==> src/hdl/bate_pkg.sv <==
// Package with shared types and constants for the bounded array table engine.
`default_nettype none
package bate_pkg;
	localparam int CAPACITY_DEF = 64;
	localparam int WORD_WIDTH_DEF = 32;
	localparam int REQ_W = 3;
	localparam int POS_W = 6;
	localparam int VAL_W = 32;
	localparam int STAT_W = 2;
	localparam int CNT_W = 7;

	typedef enum logic [REQ_W-1:0] {
		REQ_APPEND = 3'd0,
		REQ_READ = 3'd1,
		REQ_REMOVE_AT = 3'd2,
		REQ_REMOVE_MATCH = 3'd3,
		REQ_REVERSE = 3'd4,
		REQ_SORT = 3'd5,
		REQ_SEARCH = 3'd6,
		REQ_NONE = 3'd7
	} req_t;

	typedef enum logic [STAT_W-1:0] {
		ST_OK = 2'd0,
		ST_RANGE = 2'd1,
		ST_FULL = 2'd2,
		ST_NOT_FOUND = 2'd3
	} status_t;

	typedef enum logic [4:0] {
		S_IDLE,
		S_DISPATCH,
		S_RD_WAIT,
		S_SHIFT_RD,
		S_SHIFT_WR,
		S_MATCH_RD,
		S_MATCH_CMP,
		S_REV_RDA,
		S_REV_RDB,
		S_REV_WR,
		S_REV_WRB,
		S_SORT_KEY,
		S_SORT_RD,
		S_SORT_CMP,
		S_SORT_PUT,
		S_SRCH_RD,
		S_SRCH_CMP,
		S_SRCH_CHK,
		S_DONE
	} state_t;

	typedef struct packed {
		logic lt;
		logic eq;
	} cmp_t;
endpackage
`default_nettype wire

==> src/hdl/bounded_array_table_engine.sv <==
// Top level of the bounded array table engine with its request sequencer.
// Each request works through the single memory port: append writes one word, read fetches one word,
// remove at moves each later word down one place, reverse swaps pairs from both ends, search halves
// the range (binary search), remove match compares words in turn and then moves, sort inserts words.
// Work is serialised on the single memory port and comparator; s_tready stays low until the result word is taken.
// Reset clears the word count and the sequencer; memory contents stay undefined.
`default_nettype none
module bounded_array_table_engine #(
	parameter int CAPACITY = bate_pkg::CAPACITY_DEF,
	parameter int WORD_WIDTH = bate_pkg::WORD_WIDTH_DEF
) (
	input wire logic clk,
	input wire logic arst_n,
	input wire logic s_tvalid,
	output logic s_tready,
	// req_type[2:0], position[8:3], operand_value[40:9], zeros[47:41]
	input wire logic [47:0] s_tdata,
	output logic m_tvalid,
	input wire logic m_tready,
	// status[1:0], read_value[33:2], found_position[39:34], element_count[46:40], zero[47]
	output logic [47:0] m_tdata
);
	localparam int AW = (CAPACITY > 1) ? $clog2(CAPACITY) : 1;
	localparam int CW = $clog2(CAPACITY + 1);
	localparam int IW = CW + 1;

	bate_pkg::state_t state_q, state_d;
	bate_pkg::req_t req_q;
	logic [bate_pkg::POS_W-1:0] pos_q;
	logic [WORD_WIDTH-1:0] val_q, key_q, tmp_q;
	logic [CW-1:0] cnt_q;
	logic [IW-1:0] i_q, j_q, lo_q, hi_q;
	bate_pkg::status_t stat_q;
	logic [bate_pkg::VAL_W-1:0] rd_q;
	logic [bate_pkg::POS_W-1:0] fpos_q;

	logic we;
	logic [AW-1:0] addr;
	logic [WORD_WIDTH-1:0] wdata, rdata;
	bate_pkg::cmp_t cmp;
	logic [WORD_WIDTH-1:0] cmp_a, cmp_b;
	logic [IW-1:0] cnt_x, mid;
	logic [bate_pkg::VAL_W-1:0] rd_ext;

	bate_store #(.CAPACITY(CAPACITY), .WORD_WIDTH(WORD_WIDTH)) u_store (
		.clk(clk), .we(we), .addr(addr), .wdata(wdata), .rdata(rdata)
	);

	bate_cmp #(.WORD_WIDTH(WORD_WIDTH)) u_cmp (.a(cmp_a), .b(cmp_b), .res(cmp));

	assign cnt_x = IW'(cnt_q);
	assign mid = IW'((lo_q + hi_q) >> 1);
	assign s_tready = (state_q == bate_pkg::S_IDLE);
	assign m_tvalid = (state_q == bate_pkg::S_DONE);
	assign m_tdata = {1'b0, bate_pkg::CNT_W'(cnt_q), fpos_q, rd_q, stat_q};

	if (WORD_WIDTH >= bate_pkg::VAL_W) begin : g_rd_cut
		assign rd_ext = rdata[bate_pkg::VAL_W-1:0];
	end else begin : g_rd_ext
		assign rd_ext = bate_pkg::VAL_W'($signed(rdata));
	end

	// Comparator operands: sort compares held key to walked word, others read word to operand.
	always_comb begin
		cmp_a = rdata;
		cmp_b = val_q;
		if (state_q == bate_pkg::S_SORT_CMP) begin
			cmp_a = key_q;
			cmp_b = rdata;
		end
	end

	always_comb begin
		state_d = state_q;
		unique case (state_q)
			bate_pkg::S_IDLE: if (s_tvalid) state_d = bate_pkg::S_DISPATCH;
			bate_pkg::S_DISPATCH: begin
				unique case (req_q)
					bate_pkg::REQ_APPEND: state_d = bate_pkg::S_DONE;
					bate_pkg::REQ_READ: state_d = (IW'(pos_q) >= cnt_x) ?
						bate_pkg::S_DONE : bate_pkg::S_RD_WAIT;
					bate_pkg::REQ_REMOVE_AT: state_d = (IW'(pos_q) >= cnt_x) ?
						bate_pkg::S_DONE : bate_pkg::S_SHIFT_RD;
					bate_pkg::REQ_REMOVE_MATCH: state_d = bate_pkg::S_MATCH_RD;
					bate_pkg::REQ_REVERSE: state_d = bate_pkg::S_REV_RDA;
					bate_pkg::REQ_SORT: state_d = bate_pkg::S_SORT_KEY;
					bate_pkg::REQ_SEARCH: state_d = bate_pkg::S_SRCH_RD;
					default: state_d = bate_pkg::S_DONE;
				endcase
			end
			bate_pkg::S_RD_WAIT: state_d = bate_pkg::S_DONE;
			bate_pkg::S_SHIFT_RD: state_d = (i_q + 1'b1 < cnt_x) ?
				bate_pkg::S_SHIFT_WR : bate_pkg::S_DONE;
			bate_pkg::S_SHIFT_WR: state_d = bate_pkg::S_SHIFT_RD;
			bate_pkg::S_MATCH_RD: state_d = (i_q < cnt_x) ?
				bate_pkg::S_MATCH_CMP : bate_pkg::S_DONE;
			bate_pkg::S_MATCH_CMP: state_d = cmp.eq ?
				bate_pkg::S_SHIFT_RD : bate_pkg::S_MATCH_RD;
			bate_pkg::S_REV_RDA: state_d = (i_q < j_q && j_q < cnt_x) ?
				bate_pkg::S_REV_RDB : bate_pkg::S_DONE;
			bate_pkg::S_REV_RDB: state_d = bate_pkg::S_REV_WR;
			bate_pkg::S_REV_WR: state_d = bate_pkg::S_REV_WRB;
			bate_pkg::S_REV_WRB: state_d = bate_pkg::S_REV_RDA;
			bate_pkg::S_SORT_KEY: state_d = (i_q < cnt_x) ?
				bate_pkg::S_SORT_RD : bate_pkg::S_DONE;
			bate_pkg::S_SORT_RD: state_d = bate_pkg::S_SORT_CMP;
			bate_pkg::S_SORT_CMP: state_d = (cmp.lt && j_q != IW'(1)) ?
				bate_pkg::S_SORT_RD : bate_pkg::S_SORT_PUT;
			bate_pkg::S_SORT_PUT: state_d = bate_pkg::S_SORT_KEY;
			bate_pkg::S_SRCH_RD: state_d = (lo_q < hi_q) ?
				bate_pkg::S_SRCH_CMP : bate_pkg::S_SRCH_CHK;
			bate_pkg::S_SRCH_CMP: state_d = bate_pkg::S_SRCH_RD;
			bate_pkg::S_SRCH_CHK: state_d = bate_pkg::S_DONE;
			bate_pkg::S_DONE: if (m_tready) state_d = bate_pkg::S_IDLE;
			default: state_d = bate_pkg::S_IDLE;
		endcase
	end

	// Memory port control. Reads issued here return data in the following cycle.
	always_comb begin
		we = 1'b0;
		addr = '0;
		wdata = tmp_q;
		unique case (state_q)
			bate_pkg::S_DISPATCH: begin
				addr = (req_q == bate_pkg::REQ_APPEND) ? AW'(cnt_q) : AW'(pos_q);
				wdata = val_q;
				we = (req_q == bate_pkg::REQ_APPEND) && (cnt_x < IW'(CAPACITY));
				if (req_q == bate_pkg::REQ_REMOVE_AT) addr = AW'(pos_q + 1'b1);
				if (req_q == bate_pkg::REQ_SORT) addr = AW'(1);
				if (req_q == bate_pkg::REQ_REVERSE || req_q == bate_pkg::REQ_REMOVE_MATCH)
					addr = '0;
			end
			bate_pkg::S_SHIFT_RD: addr = AW'(i_q + 1'b1);
			bate_pkg::S_SHIFT_WR: begin
				we = 1'b1;
				addr = AW'(i_q);
				wdata = rdata;
			end
			bate_pkg::S_MATCH_RD: addr = AW'(i_q);
			bate_pkg::S_MATCH_CMP: addr = AW'(i_q + 1'b1);
			bate_pkg::S_REV_RDA: addr = AW'(i_q);
			bate_pkg::S_REV_RDB: addr = AW'(j_q);
			bate_pkg::S_REV_WR: begin
				we = 1'b1;
				addr = AW'(i_q);
				wdata = rdata;
			end
			bate_pkg::S_REV_WRB: begin
				we = 1'b1;
				addr = AW'(j_q);
				wdata = tmp_q;
			end
			bate_pkg::S_SORT_KEY: addr = AW'(i_q);
			bate_pkg::S_SORT_RD: addr = AW'(j_q - 1'b1);
			bate_pkg::S_SORT_CMP: begin
				we = cmp.lt;
				addr = AW'(j_q);
				wdata = rdata;
			end
			bate_pkg::S_SORT_PUT: begin
				we = 1'b1;
				addr = AW'(j_q);
				wdata = key_q;
			end
			bate_pkg::S_SRCH_RD: addr = AW'(mid);
			default: addr = '0;
		endcase
	end

	always_ff @(posedge clk or negedge arst_n) begin
		if (!arst_n) begin
			state_q <= bate_pkg::S_IDLE;
			cnt_q <= '0;
		end else begin
			state_q <= state_d;
			if (state_q == bate_pkg::S_DISPATCH && req_q == bate_pkg::REQ_APPEND &&
				cnt_x < IW'(CAPACITY)) cnt_q <= cnt_q + 1'b1;
			if (state_q == bate_pkg::S_SHIFT_RD && !(i_q + 1'b1 < cnt_x))
				cnt_q <= cnt_q - 1'b1;
		end
	end

	// tmp_q holds the lower word of a reverse swap; key_q holds the word that sort inserts.
	always_ff @(posedge clk) begin
		unique case (state_q)
			bate_pkg::S_IDLE: if (s_tvalid) begin
				req_q <= bate_pkg::req_t'(s_tdata[2:0]);
				pos_q <= s_tdata[8:3];
				val_q <= WORD_WIDTH'($signed(s_tdata[40:9]));
				stat_q <= bate_pkg::ST_OK;
				rd_q <= '0;
				fpos_q <= '0;
			end
			bate_pkg::S_DISPATCH: begin
				i_q <= (req_q == bate_pkg::REQ_SORT) ? IW'(1) :
					(req_q == bate_pkg::REQ_REMOVE_AT) ? IW'(pos_q) : '0;
				j_q <= cnt_x - 1'b1;
				lo_q <= '0;
				hi_q <= cnt_x;
				if (req_q == bate_pkg::REQ_APPEND && !(cnt_x < IW'(CAPACITY)))
					stat_q <= bate_pkg::ST_FULL;
				if ((req_q == bate_pkg::REQ_READ || req_q == bate_pkg::REQ_REMOVE_AT) &&
					IW'(pos_q) >= cnt_x) stat_q <= bate_pkg::ST_RANGE;
				if (req_q == bate_pkg::REQ_REMOVE_MATCH) stat_q <= bate_pkg::ST_NOT_FOUND;
			end
			bate_pkg::S_RD_WAIT: rd_q <= rd_ext;
			bate_pkg::S_SHIFT_WR: i_q <= i_q + 1'b1;
			bate_pkg::S_MATCH_CMP: begin
				if (cmp.eq) stat_q <= bate_pkg::ST_OK;
				else i_q <= i_q + 1'b1;
			end
			bate_pkg::S_REV_RDB: tmp_q <= rdata;
			bate_pkg::S_REV_WRB: begin
				i_q <= i_q + 1'b1;
				j_q <= j_q - 1'b1;
			end
			bate_pkg::S_SORT_KEY: begin
				j_q <= i_q;
			end
			bate_pkg::S_SORT_RD: begin
				if (j_q == i_q) key_q <= rdata;
			end
			bate_pkg::S_SORT_CMP: begin
				if (cmp.lt) j_q <= j_q - 1'b1;
			end
			bate_pkg::S_SORT_PUT: i_q <= i_q + 1'b1;
			bate_pkg::S_SRCH_CMP: begin
				if (cmp.lt) lo_q <= mid + 1'b1;
				else hi_q <= mid;
			end
			bate_pkg::S_SRCH_CHK: begin
				if (lo_q < cnt_x && cmp.eq) fpos_q <= bate_pkg::POS_W'(lo_q);
				else stat_q <= bate_pkg::ST_NOT_FOUND;
			end
			default: ;
		endcase
	end

`ifndef SYNTHESIS
	a_count_bound: assert property (@(posedge clk) disable iff (!arst_n)
		cnt_x <= IW'(CAPACITY)) else $error("count above capacity");
	a_ready_idle: assert property (@(posedge clk) disable iff (!arst_n)
		!(s_tready && m_tvalid)) else $error("ready while result pending");
	a_result_hold: assert property (@(posedge clk) disable iff (!arst_n)
		m_tvalid && !m_tready |=> m_tvalid && $stable(m_tdata))
		else $error("result changed while stalled");
`endif
endmodule
`default_nettype wire

==> src/hdl/bate_store.sv <==
// Single-port word memory with registered read data.
`default_nettype none
module bate_store #(
	parameter int CAPACITY = bate_pkg::CAPACITY_DEF,
	parameter int WORD_WIDTH = bate_pkg::WORD_WIDTH_DEF,
	localparam int AW = (CAPACITY > 1) ? $clog2(CAPACITY) : 1
) (
	input wire logic clk,
	input wire logic we,
	input wire logic [AW-1:0] addr,
	input wire logic [WORD_WIDTH-1:0] wdata,
	output logic [WORD_WIDTH-1:0] rdata
);
	logic [WORD_WIDTH-1:0] mem_q [CAPACITY];

	always_ff @(posedge clk) begin
		if (we) begin
			mem_q[addr] <= wdata;
		end
		rdata <= mem_q[addr];
	end
endmodule
`default_nettype wire

==> src/hdl/bate_cmp.sv <==
// Shared signed word comparator.
`default_nettype none
module bate_cmp #(
	parameter int WORD_WIDTH = bate_pkg::WORD_WIDTH_DEF
) (
	input wire logic [WORD_WIDTH-1:0] a,
	input wire logic [WORD_WIDTH-1:0] b,
	output bate_pkg::cmp_t res
);
	always_comb begin
		res.lt = $signed(a) < $signed(b);
		res.eq = (a == b);
	end
endmodule
`default_nettype wire
==> config.mk <==
export PLATFORM = sky130hd
export DESIGN_NAME = bounded_array_table_engine
export DESIGN_NICKNAME = d
export VERILOG_FILES = /design/src/hdl/bate_pkg.sv /design/src/hdl/bounded_array_table_engine.sv /design/src/hdl/bate_store.sv /design/src/hdl/bate_cmp.sv
export SDC_FILE = /design/constraint.sdc
export NUM_CORES = 2
export LEC_CHECK = 0
export ABC_AREA = 1
export BUFFER_PORTS_ARGS = -buffer_cell sky130_fd_sc_hd__buf_2
export CAP_MARGIN = 20
export CORE_UTILIZATION = 30
export DETAILED_ROUTE_END_ITERATION = 10
export PLACE_DENSITY = 0.45
export SETUP_SLACK_MARGIN = 0.3
export SLEW_MARGIN = 20
export SYNTH_ARGS = -nofsm -noshare
export SYNTH_HDL_FRONTEND = slang
export SYNTH_SLANG_ARGS = --single-unit
==> constraint.sdc <==
create_clock -name clk -period 5 [get_ports clk]
set_input_delay 0.5 -clock clk [delete_from_list [all_inputs] [get_ports clk]]
set_output_delay 0.5 -clock clk [all_outputs]
set_load 0.1 [all_outputs]
-- After elaboration in Yosys (flattened, before gate mapping)
Memories as Yosys holds them, arrays and structs flattened. A register that Yosys moved wholly into a read port is not among the register bits.
Index checks and enable logic that the tools add are counted.
- register bits: 189
- bits in writable memories: 2048
- input port bits: 52
- output and inout bits: 50
- word-level logic and storage cells: 156
- memories kept: 1
- add/sub/neg operators: 8
- order comparisons: 9
- equal/unequal tests: 37
- mux-type cells: 48
- reductions and logical operators: 39
- memory list (name ; words ; bits a word ; read ports ; clocked after Yosys merged registers in ; wr ports ; RTL line ; source):
    u_store.mem_q ; 64 ; 32 ; 1 ; 1 ; 1 ; bate_store.sv:14 ; logic [WORD_WIDTH-1:0] mem_q [CAPACITY];
- operators by type and width (operator ; count):
    two-way mux 32 bit ; 3
    case mux 32 bit (3 select lines) ; 1
    case mux 5 bit (18 select lines) ; 1
    case mux 32 bit (2 select lines) ; 1
    two-way mux 6 bit ; 8
    == test 5 x 4 -> 1 bit, second input constant ; 8
    two-way mux 5 bit ; 8
    case mux 6 bit (6 select lines) ; 1
    == test 32 bit ; 1
    less-than comparator 32 bit ; 1
    less-than comparator 8 x 7 -> 1 bit ; 4
    two-way mux 8 bit ; 4
    case mux 8 bit (2 select lines) ; 2
    case mux 8 bit (4 select lines) ; 1
    case mux 5 bit (6 select lines) ; 1
    case mux 8 bit (3 select lines) ; 1
    == test 5 x 3 -> 1 bit, second input constant ; 4
    less-than comparator 8 bit ; 2
    inequality test 2 bit, second input constant ; 8
    AND reduction 2 bit ; 8
    == test 5 bit, second input constant ; 3
    two-way mux 2 bit ; 7
    two-way mux 7 bit ; 2
    case mux 6 bit (2 select lines) ; 1
    37 further kinds ; 60

-- Logic depth before layout (Yosys ltp)
- word-level depth: 7
- gate-level depth with buffers: 23
- depth with buffers taken out: 22

-- Cells and area by module
From an unflattened synthesis, not the netlist that was laid out.
- cells, all modules: 9819
- area total of the unflattened synthesis: 98216.7 µm²
- modules (own cells, without submodules) (module ; times used ; cells each ; area each (µm²) ; seq. area each (µm²)):
    bate_store ; 1 ; 8440 ; 86503.0 ; 62139.6
    bounded_array_table_engine ; 1 ; 1235 ; 10827.9 ; 5585.4
    bate_cmp ; 1 ; 144 ; 885.8 ; 0.0

-- Least setup slack after synthesis
Ideal clock, no wire load.
- path kind: reg-to-reg
- from: register state_q[0]
- to: memory u_store.mem_q[25][0] in the netlist's numbering, enable pin
- setup time: 0.421 ns
- arrival time: 4.886 ns
- required time: 4.579 ns
- path slack: -0.307 ns
- stages on the path, launching flop included: 14
- path buffers: 2
- clock period less this slack: 5.307 ns
- cell sequence: dfrtp_1 > buf_2 > nor2_2 > nand2_2 > nor2_1 > nor2_1 > nand2_1 > nand2_1 > o211ai_1 > nor3_4 > nor3_1 > buf_2 > inv_1 > nor2_1
- longest elaborated chain between the ends: 6
- elaborated cells on any way between the ends: 25
- those cells by class: order compare: 1; eq/ne: 14; mux: 6; reduce/logical: 4
- ends and longest elaborated chain (what ; RTL line ; source):
    start: declaration ; bounded_array_table_engine.sv:27 ; bate_pkg::state_t state_q, state_d;
    start signal: assignment ; bounded_array_table_engine.sv:173 ; state_q <= bate_pkg::S_IDLE;
    start signal: assignment ; bounded_array_table_engine.sv:176 ; state_q <= state_d;
    == test 5 x 4 -> 1 bit ; bounded_array_table_engine.sv:67, bounded_array_table_engine.sv:124 ;
    two-way mux 32 bit ; bounded_array_table_engine.sv:67 ; if (state_q == bate_pkg::S_SORT_CMP) begin
    less-than comparator 32 bit ; bate_cmp.sv:11 ; res.lt = $signed(a) < $signed(b);
    case mux 1 bit (3 select lines) ; bounded_array_table_engine.sv:124 ; unique case (state_q)
    two-way mux 1 bit ; bate_store.sv:17 ; if (we) begin
    two-way mux 1 bit (not written as such) ; bate_store.sv:18 ; mem_q[addr] <= wdata;
    end: declaration ; bate_store.sv:14 ;
Parallel ways exist; a longest one is shown, timed or not.

-- Worst setup path in the final report
- from: register lo_q[1]
- to: register u_store.rdata[27], read port of u_store.mem_q
- longest elaborated chain between the ends: 2
- ends and longest elaborated chain (what ; RTL line ; source):
    start: declaration ; bounded_array_table_engine.sv:32 ; logic [IW-1:0] i_q, j_q, lo_q, hi_q;
    start signal: assignment ; bounded_array_table_engine.sv:229 ; if (cmp.lt) lo_q <= mid + 1'b1;
    adder 8 bit ; bounded_array_table_engine.sv:52 ; assign mid = IW'((lo_q + hi_q) >> 1);
    case mux 6 bit (6 select lines) ; bounded_array_table_engine.sv:124 ;
    end: declaration ; bate_store.sv:12 ; output logic [WORD_WIDTH-1:0] rdata
Every way passes these cells.
A chain may end at the register's enable or synchronous reset.

==> key figures <==
Floorplan
  – Chip height: 574 µm
  – Width of the die: 574 µm
  – Full die area: 330000 µm²
  – I/O pins: 102
  – Core Area: 325000 µm²
  – Site row count: 209
  – Initial Util: 30.2%

Synthesis
  – EDFF count, synth: 2224
  – Post-synthesis mux area share: 0%
  – Syn Inst Count: 9697
  – Sequential share of the synthesized area: 69.0%
  – #FFs+latches synth: 2268
  – Commonest cells post-synth: nand2_1, edfxtp_1, inv_1
  – Unique cell type count in the Yosys netlist: 50
  – Predominant post-synthesis flop cell: edfxtp_1
  – Synthesized area: 98200 µm²
  – Most used standard cell by instance count after synthesis: nand2_1
  – Post-Synth Simple-Gate Area: 22.9%
  – Synth async-reset ratio: 0.529%
  – Ranking of synthesized cells by area: edfxtp_1, nand2_1, inv_1
  – XOR/XNOR Fraction of Synth Area: 0.178%
  – Post-synth top area cell: edfxtp_1
  – Yosys warning count: 0
  – Post-synthesis net count: 9844
  – Synth top area share: 68.0%
  – Main combinational cell family by area after synthesis: simple AND/OR/NAND/NOR gates
  – Syn_area_per_cell: 10.1 µm²
  – Post-Synth Adder-Cell Area: 1.23%
  – Compound-Gate Fraction of Synth Area: 2.89%

Pwr
  – Pwr dens: 742 nW/µm²
  – VDD IR max: 0.500 mV
  – Leakage: 0.0472 µW

CTS
  – Clock sink count: 2268
  – Insertion delay to the later sink of the worst-skew pair: 0.92 ns
  – CTS root buffer: clkbuf_16
  – Clock slew at reported path FFs: 0.06 ns
  – CTS buffer count: 269
  – Htree depth: 5
  – CTS tree: built
  – Max Root-Sink Buffers: 4

Finish
  – Layout area overhead: 18.3%
  – Nets: 10100
  – Layout cells sized above 1: 9.21%
  – FILL cells: 32200

Timing
  – Actual slew at the worst max-slew pin: 1.20 ns
  – RSZ-0062 raised after global routing: yes
  – Hold slack: 0.0820 ns
  – Final Hold Fails: 0
  – Finish-stage setup viols: 0
  – Setup TNS: 0 ns
  – Final Skew: 0.0741 ns
  – Tcrit/Tclk final: 92.7%
  – Max Freq: 216 MHz
  – Final Max Slew Viols: 0
  – Post-layout min period: 4.64 ns
  – Normalized max-slew margin: 19.8%

Drt
  – DRT Pass-1 Iters: 6
  – Antenna-violating nets left: 0
  – Via/cell ratio: 4.67
  – Vias: 67900
  – Iter 0 DRT Violations: 5854
  – Final wirelength: 325000 µm
  – Wire per inst: 22.4 µm
  – Drc violations: 0

Placed design
  – Final Wtd Congestion: 0.871
  – Detail Placement HPWL: 191000 µm
  – # port buffers: 93

GRT
  – Vias in the first global route: 65000
  – GRT Total Usage: 19.2%
  – Initial antenna violation count: 14
  – Largest net degree at the start of global routing: 122
  – First-pass GRT wire length: 464000 µm
  – GRT overflow: 0

Setup path
  – RR Startpoint: lo_q[1]
  – Worst Setup SP: lo_q[1]
  – Worst Setup EP: u_store.rdata[27]
  – Crit path required time: 5.73 ns
  – Slowest stage delay, CP: 0.56 ns
  – Crit end category: flop
  – Crit-path max FO: 76
  – CP arrival: 5.36 ns
  – Most frequent CP cell: nand2_1
  – R2R depth: 17
  – CP startpoint kind: flop
  – RR Endpoint: u_store.rdata[27]
  – Setup CP Type: reg -> reg
  – R2R setup slack: 0.36 ns
  – Cell Chain, Critical Path: fa_1, xor2_1, nor2_1, nor2_1, nand2_1, nor2_1, nand3_4, buf_12, buf_4, nand2_1, nand2_1, nand2_1, nand2_1, nand2_1, nand2_1, nor2_1, nand2_1
  – Slowest-stage cell, CP: fa_1

Worst hold path
  – Min-Delay Path Class: in -> async

Flow run
  – Max Cap Viol: 0

Status
  – Status: completed
-- state kept, by name, indices dropped and copies added, names as in the netlist --
register       cells
rd_q              32
i_q                8
hi_q               7
j_q                8
val_q             32
tmp_q             32
fpos_q             6
u_store.mem_q   2048
stat_q             2
cnt_q              7
lo_q               8
pos_q              6
state_q            5
key_q             32
req_q              3
u_store.rdata     32
-- power by group --
part           internal, µW  switching [µW]
Combinational         10400           30900
Sequential            24700             784
Clock                 11300            8130
Total                 46400           39800
-- what timing repair did --
item | in CTS | in global routing
endpoints found under the setup margin | 126 | 1711
pin swaps | 3 | 5
hold endpoints to repair | 55 | 0
setup buffers | 3 | 12
cloned | 0 | 4
resized for setup | 2 | 12
hold buffers | 44 | 0
-- routing by layer --
layer / global-route usage (%) / routed length (µm) / vias to the layer above / share of wire (%)
li1: - / - / 32400 / -
met4: 6.04 / 10200 / 0 / 3.1
met2: 31.1 / 149000 / 1858 / 46
met5: 0 / 0 / - / 0
met3: 1.92 / 16100 / 416 / 5.0
met1: 27.1 / 149000 / 33300 / 46
-- through the flow --
step / power (µW) / worst slack (ns) / cell area (µm²) / util [%] / cells
4_1_cts: 86700 / 0.304 / 116000 / 35.7 / 14500
3_5_place_dp: 67000 / 0.240 / 107000 / 32.8 / 14000
5_1_grt: 91400 / 0.272 / 116000 / 35.7 / 14500
6_report: 86200 / 0.363 / 116000 / 35.8 / 14500
3_3_place_gp: 66800 / 0.0886 / 107000 / 32.8 / 14000
2_1_floorplan: 49200 / 0.0364 / 98200 / - / 9697
-- cell families (layout without fill, tap and decap cells) --
| logic type | after synthesis | count (layout) |
|---|---|---|
| AND/OR/NAND/NOR | 5870 | 5871 |
| flip-flops | 2268 | 2268 |
| buffers and inverters | 919 | 1423 |
| AO/OA/AOI/OAI | 524 | 524 |
| adder cells (fa/ha/maj) | 95 | 95 |
| XOR/XNOR | 20 | 20 |
| other | 1 | 12 |
-- worst max-delay path: cells and delay by family, from the launching register on --
family                   cells  cell delay [ns]
adder cells (fa/ha/maj)      1             0.56
XOR/XNOR                     1             0.38
AND/OR/NAND/NOR             13             2.15
buffers and inverters        2             0.70
flip-flops                   1             0.49
-- how the worst min path moves through the flow --
| stage | startpoint | end | depth (start not counted) | slack [ns] |
|---|---|---|---|---|
| after global routing | arst_n | state_q[4] | 2 | 0.08 |
| after CTS | arst_n | state_q[4] | 2 | 0.05 |
| after global placement | arst_n | cnt_q[6] | 1 | 0.46 |
| after floorplan | arst_n | cnt_q[0] | 0 | 0.20 |
| after detailed placement | arst_n | cnt_q[0] | 1 | 0.46 |
| final | arst_n | state_q[4] | 2 | 0.08 |
-- final cells by class --
class                           count  area (µm²)  area share, %
Timing Repair Buffer              476        5240           4.51
Clock buffer                      345        7160           6.16
Clock inverter                    140        1500           1.29
Sequential cell                  2268       67700           58.3
Multi-Input combinational cell   6511       27400           23.6
Inverter                          462        1740           1.50
Antenna cell                       11        27.5         0.0237
Tap cell                         4325        5410           4.66
-- cell usage in the layout (no fill, tap or decap), drive strengths merged, types with 35 or more instances in the layout --
| cell type | count |
|---|---|
| ha | 93 |
| nand3 | 147 |
| nand4 | 40 |
| buf | 429 |
| o211ai | 35 |
| nand2 | 5394 |
| a21oi | 90 |
| inv | 467 |
| edfxtp | 2224 |
| o21ai | 333 |
| clkinv | 107 |
| clkbuf | 348 |
| nor2 | 258 |
| dlygate4sd3 | 44 |
Power figures use the tool's default switching activity.
